`config.mk`:
```
export PLATFORM = sky130hd
export DESIGN_NAME = x86_call_address_decoder_flat
export DESIGN_NICKNAME = d
export VERILOG_FILES = /design/src/xcd_pkg.sv /design/src/xcd_if.sv /design/src/xcd_front.sv /design/src/xcd_queue.sv /design/src/xcd_back.sv /design/src/x86_call_address_decoder.sv /design/src/flat_wrapper.sv
export SDC_FILE = /design/constraint.sdc
export NUM_CORES = 1
export LEC_CHECK = 0
export ABC_AREA = 1
export BUFFER_PORTS_ARGS = -buffer_cell sky130_fd_sc_hd__buf_2
export CORE_MARGIN = 3
export CORE_UTILIZATION = 29
export CTS_BUF_LIST = sky130_fd_sc_hd__clkbuf_8
export CTS_CLUSTER_SIZE = 30
export DETAILED_ROUTE_END_ITERATION = 7
export PLACE_DENSITY = 0.44
export SYNTH_ARGS = -nofsm -noshare
export SYNTH_HDL_FRONTEND = slang
export SYNTH_SLANG_ARGS = --single-unit
export TNS_END_PERCENT = 1
```
`constraint.sdc`:
```
create_clock -name clk_i -period 5.6 [get_ports clk_i]
set_input_delay 1.12 -clock clk_i [delete_from_list [all_inputs] [get_ports clk_i]]
set_output_delay 1.12 -clock clk_i [all_outputs]
set_load 0.01 [all_outputs]
```
`src/xcd_pkg.sv`:
```
// Package for the x86 call address decoder: queue entry type, kind codes and
// filter constants. No dependencies; all files but xcd_if.sv import it.
`default_nettype none

package xcd_pkg;

  localparam int unsigned WinBytes  = 8;
  localparam int unsigned FillW     = $clog2(WinBytes + 1);
  localparam int unsigned IdxW      = $clog2(WinBytes);
  localparam int unsigned QueueDepth = 2;

  localparam logic [31:0] SkipReset  = 32'd5;
  localparam logic [31:0] OpSpan     = 32'd4;
  localparam logic [6:0]  CallOpTop  = 7'h74;
  localparam logic [31:0] BiasAdd    = 32'h0100_0000;
  localparam logic [7:0]  TopOnes    = 8'hFF;
  localparam logic [7:0]  TopZeros   = 8'h00;

  typedef enum logic {
    KIND_BYTE,
    KIND_END
  } kind_e;

  typedef struct packed {
    kind_e                   kind;
    logic [8*WinBytes-1:0]   window;
    logic [FillW-1:0]        fill;
  } q_entry_t;

endpackage

`default_nettype wire

```
`src/xcd_if.sv`:
```
// Stream interfaces of the x86 call address decoder: input and result words.
// Carry valid, ready and payload; no package dependency.
`default_nettype none

interface xcd_in_if;
  logic       valid;
  logic       ready;
  logic       action;
  logic [7:0] in_byte;

  modport source (output valid, output action, output in_byte, input ready);
  modport sink   (input valid, input action, input in_byte, output ready);
endinterface

interface xcd_out_if;
  logic       valid;
  logic       ready;
  logic [7:0] out_byte;
  logic       out_valid;
  logic       last;

  modport source (output valid, output out_byte, output out_valid, output last, input ready);
  modport sink   (input valid, input out_byte, input out_valid, input last, output ready);
endinterface

`default_nettype wire

```
`src/xcd_front.sv`:
```
// Front end: holds the delay window, position and skip mark, restores call
// operands and pushes byte or drain entries. Depends on xcd_pkg and xcd_if.
`default_nettype none

module xcd_front import xcd_pkg::*; (
  input  wire logic  clk_i,
  input  wire logic  rst_ni,
  xcd_in_if.sink     data_in_i,
  output q_entry_t   push_entry_o,
  output logic       push_o,
  input  wire logic  push_ready_i
);

  logic [8*WinBytes-1:0] win_q, win_d;
  logic [31:0]           pos_q, pos_d;
  logic [31:0]           skip_q, skip_d;
  logic [FillW-1:0]      fill_q, fill_d;

  logic [31:0] older, newer, x_off, newer_fix;
  logic [24:0] swapped, restored;
  logic        hit, fits, accept;
  logic [8*WinBytes-1:0] win_fix;

  assign data_in_i.ready = push_ready_i;
  assign accept = data_in_i.valid && push_ready_i;

  always_comb begin
    older    = win_q[31:0];
    newer    = win_q[63:32];
    hit      = (pos_q >= skip_q) && (older[31:25] == CallOpTop);
    x_off    = newer + BiasAdd;
    fits     = (x_off[31:25] == 7'd0);
    swapped  = {x_off[7:0], x_off[15:8], x_off[23:16], x_off[24]};
    restored = swapped - pos_q[24:0];
    newer_fix = {(restored[24] ? TopZeros : TopOnes), restored[23:0]};
    win_fix  = (hit && fits) ? {newer_fix, older} : win_q;
  end

  always_comb begin
    win_d  = win_q;
    pos_d  = pos_q;
    skip_d = skip_q;
    fill_d = fill_q;
    push_o = 1'b0;
    push_entry_o.kind   = KIND_BYTE;
    push_entry_o.window = win_fix;
    push_entry_o.fill   = fill_q;
    if (accept) begin
      if (data_in_i.action) begin
        push_o              = 1'b1;
        push_entry_o.kind   = KIND_END;
        push_entry_o.window = win_q;
        win_d  = '0;
        pos_d  = '0;
        skip_d = SkipReset;
        fill_d = '0;
      end else begin
        push_o = (fill_q == FillW'(WinBytes));
        if (hit) begin
          skip_d = pos_q + OpSpan;
        end
        win_d = {data_in_i.in_byte, win_fix[8*WinBytes-1:8]};
        pos_d = pos_q + 32'd1;
        if (fill_q != FillW'(WinBytes)) begin
          fill_d = fill_q + FillW'(1);
        end
      end
    end
  end

  always_ff @(posedge clk_i or negedge rst_ni) begin
    if (!rst_ni) begin
      win_q  <= '0;
      pos_q  <= '0;
      skip_q <= SkipReset;
      fill_q <= '0;
    end else begin
      win_q  <= win_d;
      pos_q  <= pos_d;
      skip_q <= skip_d;
      fill_q <= fill_d;
    end
  end

endmodule

`default_nettype wire

```
`src/xcd_queue.sv`:
```
// Two-entry queue between the front and back ends of the decoder.
// Depends on xcd_pkg for the entry type and depth.
`default_nettype none

module xcd_queue import xcd_pkg::*; (
  input  wire logic     clk_i,
  input  wire logic     rst_ni,
  input  wire q_entry_t push_entry_i,
  input  wire logic     push_i,
  output logic          push_ready_o,
  output q_entry_t      head_o,
  output logic          head_valid_o,
  input  wire logic     pop_i
);

  localparam int unsigned PtrW = $clog2(QueueDepth);
  localparam int unsigned CntW = $clog2(QueueDepth + 1);

  q_entry_t          mem_q [QueueDepth];
  logic [PtrW-1:0]   wr_ptr_q, rd_ptr_q;
  logic [CntW-1:0]   cnt_q;
  logic              do_push, do_pop;

  assign push_ready_o = (cnt_q != CntW'(QueueDepth));
  assign head_valid_o = (cnt_q != '0);
  assign head_o       = mem_q[rd_ptr_q];
  assign do_push      = push_i && push_ready_o;
  assign do_pop       = pop_i && head_valid_o;

  always_ff @(posedge clk_i) begin
    if (do_push) begin
      mem_q[wr_ptr_q] <= push_entry_i;
    end
  end

  always_ff @(posedge clk_i or negedge rst_ni) begin
    if (!rst_ni) begin
      wr_ptr_q <= '0;
      rd_ptr_q <= '0;
      cnt_q    <= '0;
    end else begin
      if (do_push) begin
        wr_ptr_q <= (wr_ptr_q == PtrW'(QueueDepth - 1)) ? '0 : wr_ptr_q + PtrW'(1);
      end
      if (do_pop) begin
        rd_ptr_q <= (rd_ptr_q == PtrW'(QueueDepth - 1)) ? '0 : rd_ptr_q + PtrW'(1);
      end
      if (do_push && !do_pop) begin
        cnt_q <= cnt_q + CntW'(1);
      end else if (do_pop && !do_push) begin
        cnt_q <= cnt_q - CntW'(1);
      end
    end
  end

endmodule

`default_nettype wire

```
`src/xcd_back.sv`:
```
// Back end: turns queue entries into result words via an output register,
// draining an end entry one byte per cycle unless it stalls. Uses xcd_pkg.
`default_nettype none

module xcd_back import xcd_pkg::*; (
  input  wire logic     clk_i,
  input  wire logic     rst_ni,
  input  wire q_entry_t head_i,
  input  wire logic     head_valid_i,
  output logic          pop_o,
  xcd_out_if.source     data_out_o
);

  logic [IdxW-1:0] idx_q, idx_d;
  logic            ov_q;
  logic [7:0]      byte_q, e_byte;
  logic            vld_q, e_vld;
  logic            last_q, e_last;
  logic            emit, load_ok;
  logic [IdxW-1:0] sel;

  assign load_ok = !ov_q || data_out_o.ready;
  assign sel     = idx_q - head_i.fill[IdxW-1:0];

  always_comb begin
    pop_o  = 1'b0;
    emit   = 1'b0;
    e_byte = head_i.window[7:0];
    e_vld  = 1'b1;
    e_last = 1'b0;
    idx_d  = idx_q;
    if (head_valid_i && load_ok) begin
      emit = 1'b1;
      unique case (head_i.kind)
        KIND_BYTE: begin
          pop_o = 1'b1;
        end
        KIND_END: begin
          if (head_i.fill == '0) begin
            e_byte = 8'd0;
            e_vld  = 1'b0;
            e_last = 1'b1;
            pop_o  = 1'b1;
          end else begin
            e_byte = head_i.window[8*sel +: 8];
            e_last = ({1'b0, idx_q} == head_i.fill - FillW'(1));
            if (e_last) begin
              pop_o = 1'b1;
              idx_d = '0;
            end else begin
              idx_d = idx_q + IdxW'(1);
            end
          end
        end
        default: begin
          pop_o = 1'b1;
        end
      endcase
    end
  end

  always_ff @(posedge clk_i) begin
    if (emit) begin
      byte_q <= e_byte;
      vld_q  <= e_vld;
      last_q <= e_last;
    end
  end

  always_ff @(posedge clk_i or negedge rst_ni) begin
    if (!rst_ni) begin
      ov_q  <= 1'b0;
      idx_q <= '0;
    end else begin
      idx_q <= idx_d;
      if (emit) begin
        ov_q <= 1'b1;
      end else if (data_out_o.ready) begin
        ov_q <= 1'b0;
      end
    end
  end

  assign data_out_o.valid     = ov_q;
  assign data_out_o.out_byte  = byte_q;
  assign data_out_o.out_valid = vld_q;
  assign data_out_o.last      = last_q;

endmodule

`default_nettype wire

```
`src/x86_call_address_decoder.sv`:
```
// Channel     | Dir | Payload                          | Handshake
// data_in_i   | in  | action, in_byte                  | valid / ready
// data_out_o  | out | out_byte, out_valid, last        | valid / ready
//
// A data word is taken every cycle while the queue has room; it yields a result word
// once eight bytes are held. An end word yields one result word per buffered byte,
// one per cycle while the output is ready and at least one, paced by the back end's
// drain counter; the front end keeps taking words until the two-entry queue fills.
// Reset is asynchronous and active low; it clears window and position and sets the
// skip mark to five.
// A two-entry queue and an output register decouple input stalls from output stalls.
`default_nettype none

module x86_call_address_decoder import xcd_pkg::*; (
  input  wire logic clk_i,
  input  wire logic rst_ni,
  xcd_in_if.sink    data_in_i,
  xcd_out_if.source data_out_o
);

  q_entry_t push_entry, head;
  logic     push, push_ready, head_valid, pop;

  xcd_front u_front (
    .clk_i        (clk_i),
    .rst_ni       (rst_ni),
    .data_in_i    (data_in_i),
    .push_entry_o (push_entry),
    .push_o       (push),
    .push_ready_i (push_ready)
  );

  xcd_queue u_queue (
    .clk_i        (clk_i),
    .rst_ni       (rst_ni),
    .push_entry_i (push_entry),
    .push_i       (push),
    .push_ready_o (push_ready),
    .head_o       (head),
    .head_valid_o (head_valid),
    .pop_i        (pop)
  );

  xcd_back u_back (
    .clk_i        (clk_i),
    .rst_ni       (rst_ni),
    .head_i       (head),
    .head_valid_i (head_valid),
    .pop_o        (pop),
    .data_out_o   (data_out_o)
  );

endmodule

`default_nettype wire

```
`src/flat_wrapper.sv`:
```
// flat-port wrapper written by rule: the top's interface ports become plain ports
module x86_call_address_decoder_flat import xcd_pkg::*;
  (clk_i, rst_ni, data_in_i_valid, data_in_i_action, data_in_i_in_byte, data_in_i_ready, data_out_o_valid, data_out_o_out_byte, data_out_o_out_valid, data_out_o_last, data_out_o_ready);
  xcd_in_if data_in_i_i ();
  xcd_out_if data_out_o_i ();
  input  wire logic clk_i;
  input  wire logic rst_ni;
  input wire logic [$bits(data_in_i_i.valid)-1:0] data_in_i_valid;
  input wire logic [$bits(data_in_i_i.action)-1:0] data_in_i_action;
  input wire logic [$bits(data_in_i_i.in_byte)-1:0] data_in_i_in_byte;
  output wire logic [$bits(data_in_i_i.ready)-1:0] data_in_i_ready;
  output wire logic [$bits(data_out_o_i.valid)-1:0] data_out_o_valid;
  output wire logic [$bits(data_out_o_i.out_byte)-1:0] data_out_o_out_byte;
  output wire logic [$bits(data_out_o_i.out_valid)-1:0] data_out_o_out_valid;
  output wire logic [$bits(data_out_o_i.last)-1:0] data_out_o_last;
  input wire logic [$bits(data_out_o_i.ready)-1:0] data_out_o_ready;
  assign data_in_i_i.valid = data_in_i_valid;
  assign data_in_i_i.action = data_in_i_action;
  assign data_in_i_i.in_byte = data_in_i_in_byte;
  assign data_in_i_ready = data_in_i_i.ready;
  assign data_out_o_valid = data_out_o_i.valid;
  assign data_out_o_out_byte = data_out_o_i.out_byte;
  assign data_out_o_out_valid = data_out_o_i.out_valid;
  assign data_out_o_last = data_out_o_i.last;
  assign data_out_o_i.ready = data_out_o_ready;
  x86_call_address_decoder u_core (.clk_i(clk_i), .rst_ni(rst_ni), .data_in_i(data_in_i_i), .data_out_o(data_out_o_i));
endmodule
```
==> impl_metrics.tcl, run 1 <==
set metrics [dict create \
    rsz0062_at_grt "false" \
    grt_pass1_vias 12800 \
    worstSetupPathType "flop to flop" \
    fillers 5737 \
    synthToLayoutAreaGrowth_pct 12.4 \
    cap_violations 0 \
    synth-seq-cells 288 \
    irDropWorstVdd_mv 0.257 \
    place_congestion 0.876 \
    start_util 0.294 \
    cts-root-buf "clkbuf_8" \
    grt_pass1_wl_um 76700 \
    final_antenna_net_count 0 \
    seq_area_frac_synth 0.500 \
    wl_per_cell_um 18.2 \
    ff2ff_setup_slack_ns 1.91 \
    setup_viol 0 \
    rr_worst_depth 10 \
    r2r_start "u_core.u_queue.rd_ptr_q" \
    p_per_area_nw_per_um2 517 \
    fin_tns_setup_ns 0 \
    wl_um 49300 \
    firstDrtPassIters 5 \
    syn_inst 1937 \
    coreArea_um2 54000 \
    hold_slack_ns 0.466 \
    place_area_um2 16800 \
    total_power_mw 9.25 \
    row_count 85 \
    max_slew_margin 0.375 \
    post-route-period-util 0.658 \
    crit_path_end_kind "flop" \
    diodes 0 \
    hold_viol 0 \
    viasPerCell 4.80 \
    outcome "complete, no violations" \
    cp_max_fo 42 \
    overflow 0 \
    io_pins 25 \
    post-route-min-period_ns 3.69 \
    grt_usage 0.172 \
    min_path_type "input pin to async pin" \
    final_layout_size_suffix_gt1_frac 0.0763 \
    postCtsSetupBuffers 0 \
    synth_top_cell_area_share 0.280 \
    antenna_found_initial 1 \
    clock_latency_ns 0.65 \
    multi_input_area_um2 6790 \
    yosysTopAreaCell "edfxtp_1" \
    cts_tree "yes" \
    cts_resized 0 \
    seqCellArea_um2 7950 \
    synthTopCellsByArea "edfxtp_1, dfrtp_1, nand2_1" \
    tightest_slew_ns 0.937 \
    final_cell_area_um2 17900 \
    numCtsBuffers 55 \
    nets 2052 \
    syn_area_um2 15900 \
    drc 0 \
    die_h_um 240 \
    die_w_um 240 \
    h-tree-depth 2 \
    numPortBuffers 24 \
    design.die.area_um2 57700 \
    crit_start "u_core.u_queue.rd_ptr_q" \
    clk_path_buf_depth 3 \
    synth_nets 2018 \
    fin_worst_skew_ns 0.0297 \
    leakage_nw 8.10 \
    reg2reg_to "u_core.u_back.data_out_o.out_byte[3]" \
    max_freq_mhz 271 \
    final_max_slew_viol_count 0 \
    syn_avg_cell_area_um2 8.21 \
    cts_sinks 288 \
    critPathLaunchType "flop" \
    hold_buffers 0 \
    clk_pin_slew_ns 0.07 \
    num_vias 13000 \
    crit_arrival_ns 4.06 \
    synth_warnings 0 \
    grt_max_degree 71 \
    required_ns 5.98 \
    hpwlAfterDp_um 33900 \
    ys_types 54 \
    drt_iter0_drc 855 \
]
[metal layers]
metal | vias to the layer above | global-route usage | routed length (um)
met5 | - | 0 | 0
met4 | 0 | 0.0426 | 990
met3 | 65 | 0.0252 | 2140
met2 | 276 | 0.272 | 21800
met1 | 6202 | 0.248 | 24400
li1 | 6488 | - | -
[final cells by class]
type	instances	share of cell area
sequential	288	0.445
multi-input combinational	1345	0.380
inverter	236	0.0496
tap	696	0.0487
clock buffer	60	0.0462
timing repair buffer	45	0.0173
clock inverter	44	0.0132
[critical path, stage by stage (launching register included)]
cell and delay (ns):
dfrtp_2 0.94, o21ai_2 0.19, inv_1 0.10, ha_1 0.14
inv_1 0.05, fa_1 0.63, clkinv_1 0.64, o21ai_0 0.45
nand2_1 0.09, nand3_1 0.07, o21ai_0 0.09
[through the flow]
stage,cells,util,setup slack (ns)
2_1_floorplan,1937,-,0.422
3_3_place_gp,2610,0.311,1.80
3_5_place_dp,2610,0.311,1.79
4_1_cts,2714,0.331,1.89
5_1_grt,2714,0.331,1.54
6_report,2714,0.331,1.91
[layout by cell type, fill, tap and decap left out, types with 4 or more instances in the layout]
cell type	count
a22o_1	4
a211oi_1	4
nor2_4	4
o22ai_1	20
mux2i_1	5
clkbuf_8	60
nand4_1	48
nand3b_1	4
o211ai_1	4
ha_1	66
a32oi_1	5
nand3_1	73
a22oi_1	9
clkinv_2	7
nand2_1	672
nand2_2	7
nor2_2	6
inv_1	245
xor2_1	16
edfxtp_1	148
o21ai_0	104
xnor2_1	5
dfrtp_1	137
nor3_1	28
buf_4	19
a32o_1	7
a21oi_1	105
o21ai_1	7
buf_2	23
nor2_1	103
clkinv_1	19
[how the worst max path moves through the flow]
stage	endpoint	slack, ns	depth (start not counted)
2_1_floorplan	u_core.u_queue.mem_q[1][0]	0.42	5
3_3_place_gp	u_core.u_front.skip_q[10]	1.80	8
5_1_grt	u_core.u_back.data_out_o.out_byte[3]	1.54	14
3_5_place_dp	u_core.u_front.skip_q[10]	1.79	8
4_1_cts	u_core.u_back.data_out_o.out_byte[3]	1.89	14
6_report	u_core.u_back.data_out_o.out_byte[3]	1.91	10
[state kept, by name, indices dropped and copies added (netlist names)]
signal	flops
u_core.u_back.data_out_o.last	1
u_core.u_back.data_out_o.out_byte	8
u_core.u_back.data_out_o.out_valid	1
u_core.u_back.data_out_o.valid	1
u_core.u_back.idx_q	3
u_core.u_front.fill_q	4
u_core.u_front.pos_q	32
u_core.u_front.skip_q	32
u_core.u_front.win_q	64
u_core.u_queue.cnt_q	2
u_core.u_queue.mem_q	138
u_core.u_queue.rd_ptr_q	1
u_core.u_queue.wr_ptr_q	1
[logic make-up after synthesis]
group / Yosys count / synth area share
AOI/OAI and AO/OA: 286 / 0.102
muxes: 5 / 0.00315
adders and majority gates: 68 / 0.0545
xor gates and xnor gates: 23 / 0.0150
buffers and inverters: 304 / 0.0744
DFF: 288 / 0.500
and+or+nand+nor: 963 / 0.251
[synth_stat cells (all sizes together)]
cell type	instances
a22oi	9
mux2i	5
o31ai	2
a22o	4
fa	2
edfxtp	148
a21o	3
dfstp	2
o21ai	113
and2	3
a32o	7
a32oi	5
or2	3
dfrtp	138
and3	2
nand3	74
a21oi	105
nand3b	4
nand4	49
o211ai	4
o21a	1
xor2	17
a221oi	2
xnor2	6
a211oi	4
clkinv	3
buf	31
clkbuf	37
inv	233
nor3	31
nor4	4
ha	66
a2111oi	2
o22ai	20
a31oi	3
o21bai	2
nor2	113
nand2	680
[where the power goes]
part           internal, mW  switching (mW)
clock network          1.04           0.958
logic                  1.32            3.01
registers              2.63           0.288
total                  4.99            4.25
No activity file was read; power rests on OpenSTA's default activity.
==> run 2, diff against run 1 <==
ABC_AREA = 0   (was 1)
PLACE_DENSITY = 0.45   (was 0.44)
clock period = 3.21 ns   (was 5.6 ns; I/O delays follow)
==> impl_metrics.tcl, run 2 <==
set metrics [dict create \
    top_register "u_core.u_queue.mem_q" \
    cp_max_fo 8 \
    grt_max_degree 69 \
    io_pins 25 \
    p_per_area_nw_per_um2 892 \
    die_h_um 235 \
    crit_arrival_ns 3.39 \
    fillers 5229 \
    worstSetupPathType "flop to flop" \
    total_power_mw 15.6 \
    viasPerCell 4.96 \
    muxShareOfSynthArea 0.0869 \
    mostFrequentLayoutCells "edfxtp_1, nand2_1, dfrtp_1" \
    place_area_um2 16500 \
    overflow 0 \
    firstDrtPassIters 5 \
    synth_edf_count 148 \
    num_vias 10600 \
    final_max_slew_viol_count 0 \
    placed_cells 2046 \
    largest_reg_flops 138 \
    design.die.area_um2 55000 \
    wl_um 41700 \
    tightest_slew_ns 0.682 \
    die_w_um 235 \
    cap_violations 0 \
    clk_pin_slew_ns 0.06 \
    synth_compound_area_frac 0.114 \
    cts-root-buf "clkbuf_8" \
    coreArea_um2 51500 \
    required_ns 3.56 \
    synth_top_cell_area_share 0.293 \
    cts_sinks 288 \
    numPortBuffers 24 \
    setup_viol 0 \
    synth-seq-cells 288 \
    hold_viol 0 \
    syn_inst 1345 \
    clk_path_buf_depth 3 \
    yosysTopAreaCell "edfxtp_1" \
    synth_common_cells "edfxtp_1, nand2_1, dfrtp_1" \
    stdcell_count 2142 \
    outcome "complete, no violations" \
    synthTopCellsByArea "edfxtp_1, dfrtp_1, ha_1" \
    final_layout_size_suffix_gt1_frac 0.143 \
    fin_tns_setup_ns 0 \
    start_util 0.294 \
    ys_types 75 \
    leakage_nw 6.98 \
    hpwlAfterDp_um 28700 \
    nets 1501 \
    antenna_found_initial 1 \
    synth_warnings 0 \
    yosys.area_share.simple 0.132 \
    rsz0062_at_grt "false" \
    max_slew_margin 0.540 \
    synthAdderAreaFrac 0.0571 \
    fin_util 0.340 \
    synth.most_common_cell "edfxtp_1" \
    syn_avg_cell_area_um2 11.3 \
    async_flop_share 0.486 \
    drc 0 \
    met1_length_um 19100 \
    met3_length_um 1650 \
    place_congestion 0.865 \
    synthToLayoutAreaGrowth_pct 15.5 \
    crit_path_end_kind "flop" \
    final_antenna_net_count 0 \
    route.met2.wl_um 19300 \
    critPathLaunchType "flop" \
    grt_pass1_wl_um 65800 \
    biggestRegsByFlops "u_core.u_queue.mem_q x138, u_core.u_front.win_q x64" \
    synth_top_family_by_area "simple AND/OR/NAND/NOR gates" \
    ys.flop_type "edfxtp_1" \
    top_layer "met4" \
    irDropWorstVdd_mv 0.360 \
    final_cell_area_um2 17500 \
    post-route-min-period_ns 3.04 \
    post-route-period-util 0.947 \
    min_path_type "input pin to flop" \
    cts_tree "yes" \
    synth_nets 1426 \
    seq_area_frac_synth 0.524 \
    fin_worst_skew_ns 0.0243 \
    wl_per_cell_um 19.5 \
    row_count 83 \
    clock_latency_ns 0.64 \
    h-tree-depth 2 \
    drt_iter0_drc 578 \
    synth_xor_area_frac 0.0438 \
    numCtsBuffers 50 \
    syn_area_um2 15200 \
    grt_pass1_vias 11100 \
    final_common_cell "edfxtp_1" \
    max_freq_mhz 329 \
    grt_usage 0.152 \
]
run 2: per-stage QoR:
step | hold slack [ns] | setup slack, ns
floorplan | 0.346 | -0.311
global route | 0.193 | 0.0179
CTS | 0.161 | 0.0721
finish | 0.217 | 0.171
detailed placement | 0.460 | 0.100
global placement | 0.450 | 0.0823
run 2: layer usage:
metal  track usage  vias up
met4        0.0655        0
met3        0.0255       86
met1         0.206     5251
met2         0.240      184
met5             0        -
li1              -     5093
run 2: area by class of cell:
type                       count  area (um^2)  area share
antenna                        1         2.50    0.000143
tap                          680          851      0.0486
multi-input combinational    902         6620       0.378
clock inverter                32          143     0.00815
clock buffer                  61          840      0.0480
timing repair buffer          89          757      0.0433
inverter                      89          334      0.0191
sequential                   288         7950       0.454
run 2: worst max-delay path, stage by stage (launching register included):
cell and delay, ns:
dfrtp_1 0.38, buf_4 0.17, ha_1 0.20, fa_1 0.40, nor2b_1 0.16, o31a_1 0.26, o21ai_2 0.17, o31ai_1 0.38
a2111oi_0 0.12, a311oi_1 0.26, buf_4 0.16, o21ai_1 0.09
run 2: path summary, 6_finish.rpt:
kind	slack [ns]	cells past startpoint	start	to
worst min-delay path	0.22	2	data_out_o_ready	u_core.u_back.data_out_o.valid
max in group asynchronous	1.83	3	rst_ni	u_core.u_front.skip_q[2]
min in group asynchronous	0.51	2	rst_ni	u_core.u_back.data_out_o.valid
worst max register to register	0.17	11	u_core.u_front.pos_q[0]	u_core.u_queue.mem_q[0][54]
worst max-delay path	0.17	11	u_core.u_front.pos_q[0]	u_core.u_queue.mem_q[0][54]
worst min register to register	0.47	0	u_core.u_front.win_q[6]	u_core.u_queue.mem_q[0][10]
run 2: what timing repair did:
item	in CTS	in global routing
hold endpoints to repair	36	0
hold buffers	1	0
buffers inserted	0	1
resized for setup	0	3
endpoints found under the setup margin	0	16
run 2: cell families (layout without fill, tap and decap cells):
group | after synthesis | in the layout
AOI/OAI and AO/OA | 268 | 268
xor gates and xnor gates | 75 | 75
adders and majority gates | 68 | 68
buffers and inverters | 155 | 271
DFF | 288 | 288
muxes | 89 | 89
other | 0 | 1
and+or+nand+nor | 402 | 402
run 2: where the power goes:
group          internal [mW]  leakage [nW]  switching (mW)  total [mW]
sequential              4.78          3.28           0.483        5.26
clock                   1.72         0.568            1.61        3.33
combinational           2.87          3.13            4.14        7.01
total                   9.37          6.98            6.24        15.6
